$ cat src/design/rps_pkg.sv
// shared types, constants and helpers for the rle palette sprite decoder
package rps_pkg;

  // command queue between parser and pixel generator
  localparam int QDEPTH = 4;
  localparam int QPTR_W = 2;

  // operation codes carried by one queued command
  typedef enum logic [1:0] {
    CMD_PAL_WRITE = 2'd0,
    CMD_SHADOW    = 2'd1,
    CMD_PIXEL     = 2'd2,
    CMD_FRAME_END = 2'd3
  } cmd_op_t;

  // one command: a palette write or a run of results
  typedef struct packed {
    cmd_op_t      op;
    logic [5:0]   count;
    logic [15:0]  x;
    logic [15:0]  y;
    logic [7:0]   idx;
    logic [23:0]  rgb;
  } cmd_t;

  localparam logic [7:0] ALPHA_SHADOW = 8'd128;
  localparam logic [7:0] ALPHA_OPAQUE = 8'd255;

  // coordinate add that sticks at the top of the 16 bit range
  function automatic logic [15:0] sat_add(input logic [15:0] a, input logic [5:0] b);
    logic [16:0] s;
    s = {1'b0, a} + {11'b0, b};
    sat_add = s[16] ? 16'hFFFF : s[15:0];
  endfunction

endpackage

$ cat src/design/rps_front.sv
// byte parser: walks the frame header and control bytes and issues commands
module rps_front (
  input  logic           clk,
  input  logic           rst,
  input  logic           fire,
  input  logic           kind,
  input  logic           frame_start,
  input  logic [7:0]     data_byte,
  input  logic [7:0]     palette_index,
  input  logic [7:0]     palette_red,
  input  logic [7:0]     palette_green,
  input  logic [7:0]     palette_blue,
  output logic           push,
  output rps_pkg::cmd_t  cmd
);

  // control byte operation field
  localparam logic [1:0] CTL_SKIP   = 2'b00;
  localparam logic [1:0] CTL_SHADOW = 2'b01;
  localparam logic [1:0] CTL_LIT    = 2'b10;
  localparam logic [1:0] CTL_FILL   = 2'b11;

  typedef enum logic [2:0] {
    PH_IDLE, PH_PREFIX, PH_YLO, PH_YHI, PH_HLO, PH_HHI, PH_CTRL, PH_RUN
  } phase_t;

  phase_t      phase, phase_next;
  logic [15:0] column, column_next;
  logic [15:0] row, row_next;
  logic [15:0] rows_left, rows_left_next;
  logic [5:0]  literals_left, literals_left_next;
  logic [5:0]  fill_count, fill_count_next;
  logic [7:0]  low_byte_hold, low_byte_hold_next;
  logic [5:0]  cnt;
  logic [15:0] rows_dec;

  assign cnt      = data_byte[5:0];
  assign rows_dec = rows_left - 16'd1;

  // next parser state and the command caused by this request
  always_comb begin
    phase_next         = phase;
    column_next        = column;
    row_next           = row;
    rows_left_next     = rows_left;
    literals_left_next = literals_left;
    fill_count_next    = fill_count;
    low_byte_hold_next = low_byte_hold;
    push               = 1'b0;
    cmd.op             = rps_pkg::CMD_PAL_WRITE;
    cmd.count          = 6'd1;
    cmd.x              = column;
    cmd.y              = row;
    cmd.idx            = data_byte;
    cmd.rgb            = {palette_red, palette_green, palette_blue};
    if (fire) begin
      if (!kind) begin
        // palette entry write goes through the queue to keep order with reads
        push    = 1'b1;
        cmd.idx = palette_index;
      end else if (frame_start) begin
        phase_next         = PH_PREFIX;
        column_next        = 16'd0;
        row_next           = 16'd0;
        rows_left_next     = 16'd0;
        literals_left_next = 6'd0;
        fill_count_next    = 6'd0;
        low_byte_hold_next = 8'd0;
      end else begin
        case (phase)
          PH_IDLE: begin
          end
          PH_PREFIX: phase_next = PH_YLO;
          PH_YLO: begin
            low_byte_hold_next = data_byte;
            phase_next         = PH_YHI;
          end
          PH_YHI: begin
            row_next   = {data_byte, low_byte_hold};
            phase_next = PH_HLO;
          end
          PH_HLO: begin
            low_byte_hold_next = data_byte;
            phase_next         = PH_HHI;
          end
          PH_HHI: begin
            rows_left_next = {data_byte, low_byte_hold};
            column_next    = 16'd0;
            if ({data_byte, low_byte_hold} == 16'd0) begin
              push       = 1'b1;
              cmd.op     = rps_pkg::CMD_FRAME_END;
              phase_next = PH_IDLE;
            end else begin
              phase_next = PH_CTRL;
            end
          end
          PH_CTRL: begin
            if (data_byte == 8'd0) begin
              // end of row
              row_next       = rps_pkg::sat_add(row, 6'd1);
              column_next    = 16'd0;
              rows_left_next = rows_dec;
              if (rows_dec == 16'd0) begin
                push       = 1'b1;
                cmd.op     = rps_pkg::CMD_FRAME_END;
                phase_next = PH_IDLE;
              end
            end else begin
              case (data_byte[7:6])
                CTL_SKIP: column_next = rps_pkg::sat_add(column, cnt);
                CTL_SHADOW: begin
                  push        = (cnt != 6'd0);
                  cmd.op      = rps_pkg::CMD_SHADOW;
                  cmd.count   = cnt;
                  column_next = rps_pkg::sat_add(column, cnt);
                end
                CTL_LIT: begin
                  if (cnt != 6'd0) begin
                    literals_left_next = cnt;
                    phase_next         = PH_RUN;
                  end
                end
                CTL_FILL: begin
                  literals_left_next = 6'd0;
                  fill_count_next    = cnt;
                  phase_next         = PH_RUN;
                end
                default: begin
                end
              endcase
            end
          end
          PH_RUN: begin
            cmd.op = rps_pkg::CMD_PIXEL;
            if (literals_left != 6'd0) begin
              // one literal index byte
              push               = 1'b1;
              column_next        = rps_pkg::sat_add(column, 6'd1);
              literals_left_next = literals_left - 6'd1;
              if (literals_left == 6'd1) phase_next = PH_CTRL;
            end else begin
              // fill index byte
              push            = (fill_count != 6'd0);
              cmd.count       = fill_count;
              column_next     = rps_pkg::sat_add(column, fill_count);
              fill_count_next = 6'd0;
              phase_next      = PH_CTRL;
            end
          end
          default: phase_next = PH_IDLE;
        endcase
      end
    end
  end

  // parser registers
  always_ff @(posedge clk) begin
    if (rst) begin
      phase         <= PH_IDLE;
      column        <= 16'd0;
      row           <= 16'd0;
      rows_left     <= 16'd0;
      literals_left <= 6'd0;
      fill_count    <= 6'd0;
      low_byte_hold <= 8'd0;
    end else begin
      phase         <= phase_next;
      column        <= column_next;
      row           <= row_next;
      rows_left     <= rows_left_next;
      literals_left <= literals_left_next;
      fill_count    <= fill_count_next;
      low_byte_hold <= low_byte_hold_next;
    end
  end

endmodule

$ cat config.mk
export PLATFORM = sky130hd
export DESIGN_NAME = rps_front
export DESIGN_NICKNAME = d
export VERILOG_FILES = /design/src/design/rps_pkg.sv /design/src/design/rps_front.sv
export SDC_FILE = /design/constraint.sdc
export NUM_CORES = 1
export LEC_CHECK = 0
export ABC_CLOCK_PERIOD_IN_PS = 6050
export BUFFER_PORTS_ARGS = -buffer_cell sky130_fd_sc_hd__buf_2
export CAP_MARGIN = 10
export CORE_MARGIN = 10
export CORE_UTILIZATION = 42
export DETAILED_ROUTE_END_ITERATION = 10
export PLACE_DENSITY_LB_ADDON = 0.05
export SLEW_MARGIN = 10
export SYNTH_ARGS = -nofsm -noshare
export SYNTH_HDL_FRONTEND = slang
export SYNTH_SLANG_ARGS = --single-unit
$ cat constraint.sdc
create_clock -name clk -period 6.05 [get_ports clk]
set_input_delay 1.21 -clock clk [delete_from_list [all_inputs] [get_ports clk]]
set_output_delay 1.21 -clock clk [all_outputs]
set_load 0.005 [all_outputs]
==> flow_metrics.env, run 1 <==
export IMPL_period_minus_slack_ns=4.55
export IMPL_grt_total_usage_pct=21.5
export IMPL_fin_nets=889
export IMPL_p_leak_uw=0.00238
export IMPL_syn_nets=885
export IMPL_antenna_diode_count=0
export IMPL_seq_area_frac_synth_pct=24.3
export IMPL_cts_root_buf="clkbuf_16"
export IMPL_drc=0
export IMPL_grt_setup_unrepaired="false"
export IMPL_yosys_warnings=0
export IMPL_nFillCells=1477
export IMPL_hold_path_class="register to register"
export IMPL_wl_per_cell_um=20.5
export IMPL_switching_share_pct=26.4
export IMPL_hold_violations=0
export IMPL_synth_area_leaders="dfxtp_1, nor2_1, a21oi_1"
export IMPL_yosys_area_share_adder_pct=4.54
export IMPL_dp_hpwl_mm=15.3
export IMPL_fin_worst_skew_ns=0.00660
export IMPL_synth_edf_count=0
export IMPL_io_buffers=69
export IMPL_num_vias=6294
export IMPL_die_area_um2=19000
export IMPL_synth_main_ff_cell="dfxtp_1"
export IMPL_postSynth_asyncResetShare_pct=0
export IMPL_synth_cell_types=71
export IMPL_io_pins=118
export IMPL_crit_fanout=10
export IMPL_cts_max_path_buffers=2
export IMPL_postCtsSetupBuffers=0
export IMPL_p_comb_share_pct=10.5
export IMPL_post_cts_resized=0
export IMPL_h_tree_depth=3
export IMPL_critPathRequiredTime_ns=4.84
export IMPL_wl_mm=20.6
export IMPL_min_path_cells=2
export IMPL_p_per_area_nw_per_um2=179
export IMPL_rr_worst_depth=10
export IMPL_hp_start="literals_left[5]$_SDFFE_PP0P_"
export IMPL_grt_pass1_wl_mm=32.6
export IMPL_holdWs_ns=0.493
export IMPL_fmax_mhz=220
export IMPL_cts_tree="built"
export IMPL_synth_top_family_by_area="compound AO/OA/AOI/OAI gates"
export IMPL_fin_tns_setup_ns=0
export IMPL_synth_xor_area_share_pct=4.79
export IMPL_grt_remaining_overflow=0
export IMPL_cts_sinks=71
export IMPL_avgViaCountPerCell=6.25
export IMPL_final_min_period_over_clock_period_pct=75.2
export IMPL_cts_inserted_buffers=9
export IMPL_dr_first_iter_drc_count=628
export IMPL_initial_core_util_pct=42.4
export IMPL_finalSetupViolations=0
export IMPL_ir_worst_vdd_uv=136
export IMPL_synth_simple_gate_area_share_pct=26.0
export IMPL_die_h_um=138
export IMPL_synth_seq_cells=71
export IMPL_grt_pass1_vias=5931
export IMPL_core_um2=13800
export IMPL_arrival_ns=3.34
export IMPL_fp_dieW_um=138
export IMPL_antenna_found_initial=0
export IMPL_dr_pass1_iters=6
export IMPL_drive_above_1_share_pct=13.5
export IMPL_max_cap_violations=0
export IMPL_synthCells=820
export IMPL_p_sw_uw=300
export IMPL_core_rowCount=43
export IMPL_regToRegEndpoint="column[7]$_SDFFE_PP0P_"
export IMPL_grt_max_degree=57
export IMPL_yosysTopAreaCell="dfxtp_1"
export IMPL_clk_latency_ns=0.35
export IMPL_ctsHoldBuffers=0
export IMPL_path_clk_slew_ns=0.06
export IMPL_syn_to_final_growth_pct=8.56
export IMPL_clockPowerShare_pct=47.2
export IMPL_drv_slew=0
export IMPL_syn_avg_cell_area_um2=7.13
export IMPL_relSlewSlack_pct=27.7
export IMPL_sequentialPowerShare_pct=42.3
export IMPL_rrSetupSlack_ns=2.76
export IMPL_synthMuxAreaShare_pct=2.74
export IMPL_r2r_start="column[0]$_SDFFE_PP0P_"
export IMPL_synth_cell_area_um2=5850
export IMPL_gp_congestion=0.929
export IMPL_critPathCaptureType="output pin"
export IMPL_crit_type="primary input to output pin"
export IMPL_synth_top_cell_area_share_pct=24.3
export IMPL_synth_compound_area_share_pct=29.5
export IMPL_ant_nets=0
export IMPL_tightest_slew_ns=1.08
export IMPL_status="finished, final reports clean"
export IMPL_p_int_uw=838
export IMPL_hold_end="literals_left[5]$_SDFFE_PP0P_"
export IMPL_start_kind="primary input"
state kept, by name (all words and copies together) (netlist names):
signal	cells
literals_left	6
column	16
rows_left	16
low_byte_hold	8
fill_count	6
phase	3
row	16
how the worst max path moves through the flow:
stage,cells after the start,to,from
final,6,cmd[70],data_byte[0]
after global routing,6,cmd[70],data_byte[0]
after CTS,6,cmd[70],data_byte[0]
after detailed placement,6,cmd[70],data_byte[0]
after global placement,6,cmd[71],data_byte[0]
after floorplan,6,cmd[70],data_byte[0]
cell type report:
type                            count  area (um^2)  area share (%)
Clock buffer                       10          239            3.77
Clock inverter                      4         47.5           0.749
Inverter                           14         52.6           0.828
Multi-Input combinational cell    652         3960            62.4
Sequential cell                    71         1420            22.4
Tap cell                          180          225            3.55
Timing Repair Buffer               76          398            6.27
worst max-delay path, cell delays in order:
cell and delay (ns):
buf_2 0.17, or4_1 0.61, or2_1 0.36, or3_1 0.42, a211oi_1 0.37, buf_2 0.19
Yosys cell counts (all sizes together), types with 5 or more instances:
cell type / instances
nor2: 117
a21oi: 81
dfxtp: 71
o21ai: 68
nand2: 56
buf: 42
clkbuf: 41
nand3: 30
a22oi: 23
nor3: 20
ha: 18
xnor2: 18
a211oi: 14
inv: 14
xor2: 14
nand4: 13
nor4: 12
o31ai: 12
nand2b: 11
a31oi: 9
and2: 9
mux2: 8
or4: 8
a221oi: 7
and3: 7
mux2i: 7
o2111ai: 6
or3: 6
and4: 5
nor2b: 5
o21a: 5
or2: 5
power by group through the flow:
stage / clock network, uW / registers, uW / logic, uW
finish: 537 / 481 / 120
floorplan: 0 / 487 / 90.5
CTS: 548 / 480 / 120
global route: 562 / 482 / 131
detailed placement: 0 / 491 / 119
global placement: 0 / 491 / 119
cells by family (layout without fill, tap and decap cells):
logic type	Yosys count	after routing
fa+ha+maj	20	20
xor+xnor	32	32
simple gates	314	314
buf+inv	97	104
flops	71	71
compound gates	271	271
mux	15	15
metal layers:
metal	part of all wire (%)	wire (um)	GRT usage (%)	up-vias
li1	-	-	-	3005
met1	42	8760	26.5	2976
met2	48	9870	35.7	262
met3	6.4	1330	4.28	51
met4	3.2	669	9.10	0
met5	0	0	0	-
stage by stage:
stage               std cells  setup slack [ns]  area, um^2  utilization [%]  power (uW)
finish                   1007              1.50        6350             46.1        1140
global route             1007              1.39        6350             46.1        1170
CTS                      1007              1.46        6350             46.1        1150
detailed placement        993              1.47        6060             44.0         610
global placement          993              1.51        6060             44.0         610
floorplan                 820              1.86        5850                -         578
cell usage in the layout (no fill, tap or decap), drive strengths merged, types with 5 or more instances in the layout:
cell	instances
nor2	117
a21oi	81
buf	76
dfxtp	71
o21ai	68
nand2	56
nand3	30
a22oi	23
nor3	20
xnor2	18
ha	18
inv	14
a211oi	14
xor2	14
nand4	13
nor4	12
o31ai	12
nand2b	11
clkbuf	10
a31oi	9
and2	9
mux2	8
or4	8
and3	7
a221oi	7
mux2i	7
or3	6
o2111ai	6
and4	5
nor2b	5
o21a	5
or2	5
No activity file was read; power rests on OpenSTA's default activity.
==> inputs of run 2 (changes only) <==
Settings changed: ABC_CLOCK_PERIOD_IN_PS 6050 to 3750.
Clock period 6.05 ns to 3.75 ns, I/O delays scaled along.
==> flow_metrics.env, run 2 (synthesis gave the netlist of run 1 again) <==
export IMPL_status="finished, final reports clean"
export IMPL_relSlewSlack_pct=42.3
export IMPL_cts_tree="built"
export IMPL_dr_first_iter_drc_count=645
export IMPL_tightest_slew_ns=0.860
export IMPL_grt_pass1_vias=5991
export IMPL_arrival_ns=2.85
export IMPL_antenna_found_initial=0
export IMPL_fin_nets=913
export IMPL_drive_above_1_share_pct=16.6
export IMPL_max_cap_violations=0
export IMPL_dr_pass1_iters=5
export IMPL_crit_fanout=8
export IMPL_critPathRequiredTime_ns=3.00
export IMPL_finalSetupViolations=0
export IMPL_avgViaCountPerCell=6.21
export IMPL_core_rowCount=43
export IMPL_grt_setup_unrepaired="false"
export IMPL_io_pins=118
export IMPL_io_buffers=69
export IMPL_period_minus_slack_ns=3.60
export IMPL_grt_pass1_wl_mm=32.7
export IMPL_start_kind="register"
export IMPL_final_min_period_over_clock_period_pct=96.0
export IMPL_dpl_cell_area_um2=6240
export IMPL_h_tree_depth=3
export IMPL_p_leak_uw=0.00249
export IMPL_gp_congestion=0.943
export IMPL_wl_per_cell_um=20.3
export IMPL_syn_to_final_growth_pct=11.8
export IMPL_dp_hpwl_mm=15.6
export IMPL_grt_total_usage_pct=21.5
export IMPL_crit_type="register to output pin"
export IMPL_cts_root_buf="clkbuf_16"
export IMPL_initial_core_util_pct=42.4
export IMPL_grt_remaining_overflow=0
export IMPL_min_path_cells=2
export IMPL_fin_worst_skew_ns=0.00925
export IMPL_critPathCaptureType="output pin"
export IMPL_antenna_diode_count=0
export IMPL_cts_inserted_buffers=9
export IMPL_grt_max_degree=57
export IMPL_hold_path_class="register to register"
export IMPL_wl_mm=21.0
export IMPL_fin_tns_setup_ns=0
export IMPL_fp_dieW_um=138
export IMPL_die_area_um2=19000
export IMPL_hold_violations=0
export IMPL_p_per_area_nw_per_um2=273
export IMPL_design_power_total_uw=1790
export IMPL_die_h_um=138
export IMPL_rrSetupSlack_ns=0.84
export IMPL_postCtsSetupBuffers=0
export IMPL_reg_top3="column (16), row (16), rows_left (16)"
export IMPL_clk_latency_ns=0.34
export IMPL_num_vias=6410
export IMPL_core_um2=13800
export IMPL_cts_max_path_buffers=2
export IMPL_path_clk_slew_ns=0.06
export IMPL_ctsHoldBuffers=0
export IMPL_drv_slew=0
export IMPL_fmax_mhz=278
export IMPL_layout_common_cells="nor2_1, a21oi_1, dfxtp_1, buf_2, nand2_1"
export IMPL_fin_area_um2=6540
export IMPL_ant_nets=0
export IMPL_layout_commonest_cell="nor2_1"
export IMPL_rr_worst_depth=9
export IMPL_drc=0
export IMPL_cts_sinks=71
export IMPL_ir_worst_vdd_uv=206
run 2: cell count changes in the layout (fill, tap and decap cells not counted), sizes merged:
cell	change
buf	+24
clkbuf	+3
bufinv	-1
clkinv	+1
clkinvlp	-1
run 2: cell type report:
class                      count  area, um^2
multi-input combinational    652        3990
sequential                    71        1420
timing repair buffer         100         578
tap                          180         225
fill                        1458        7240
clock inverter                 3        18.8
clock buffer                  13         250
inverter                      14        52.6
run 2: worst max-delay path, cell delays in order, from the launching register on:
cell	delay, ns
dfxtp_1	0.37
or4_1	0.69
nor4_2	0.36
xnor2_1	0.20
o2111ai_2	0.20
nor2_1	0.13
o21ai_1	0.07
a211oi_2	0.31
buf_2	0.17
run 2: stage by stage:
step / worst slack [ns] / util (%) / hold WS [ns] / instances
6_report: 0.151 / 47.5 / 0.495 / 1033
3_3_place_gp: 0.261 / 45.3 / 0.479 / 1017
3_5_place_dp: 0.232 / 45.3 / 0.480 / 1017
4_1_cts: 0.0703 / 47.3 / 0.490 / 1033
2_1_floorplan: 0.484 / - / 0.458 / 820
5_1_grt: 0.00476 / 47.5 / 0.521 / 1033
run 2: power by group:
part           internal [uW]  leakage, uW  switching (uW)  total [uW]
Combinational           76.2      0.00178             135         211
Sequential               762     0.000574            11.8         774
Clock                    466     0.000134             336         802
run 2: timing repair:
| item | 4_1_cts | 5_1_grt |
|---|---|---|
| gates resized for setup | 2 | 5 |
| setup endpoints to repair | 2 | 3 |
| pin swaps | 0 | 3 |
| gates cloned | 0 | 0 |
run 2: final timing paths:
kind / from / end
worst max-delay path: rows_left[2]$_SDFFE_PP0P_ / cmd[70]
worst min-delay path: literals_left[5]$_SDFFE_PP0P_ / literals_left[5]$_SDFFE_PP0P_
worst max register to register: column[1]$_SDFFE_PP0P_ / column[7]$_SDFFE_PP0P_
worst min register to register: literals_left[5]$_SDFFE_PP0P_ / literals_left[5]$_SDFFE_PP0P_
run 2: metal layers:
metal  track usage (%)  vias up  routed length (um)
met5                 0        -                   0
met4              8.11        0                 535
met3              4.17       35                1500
met2              35.9      267               10000
met1              26.8     3051                8890
li1                  -     3057                   -
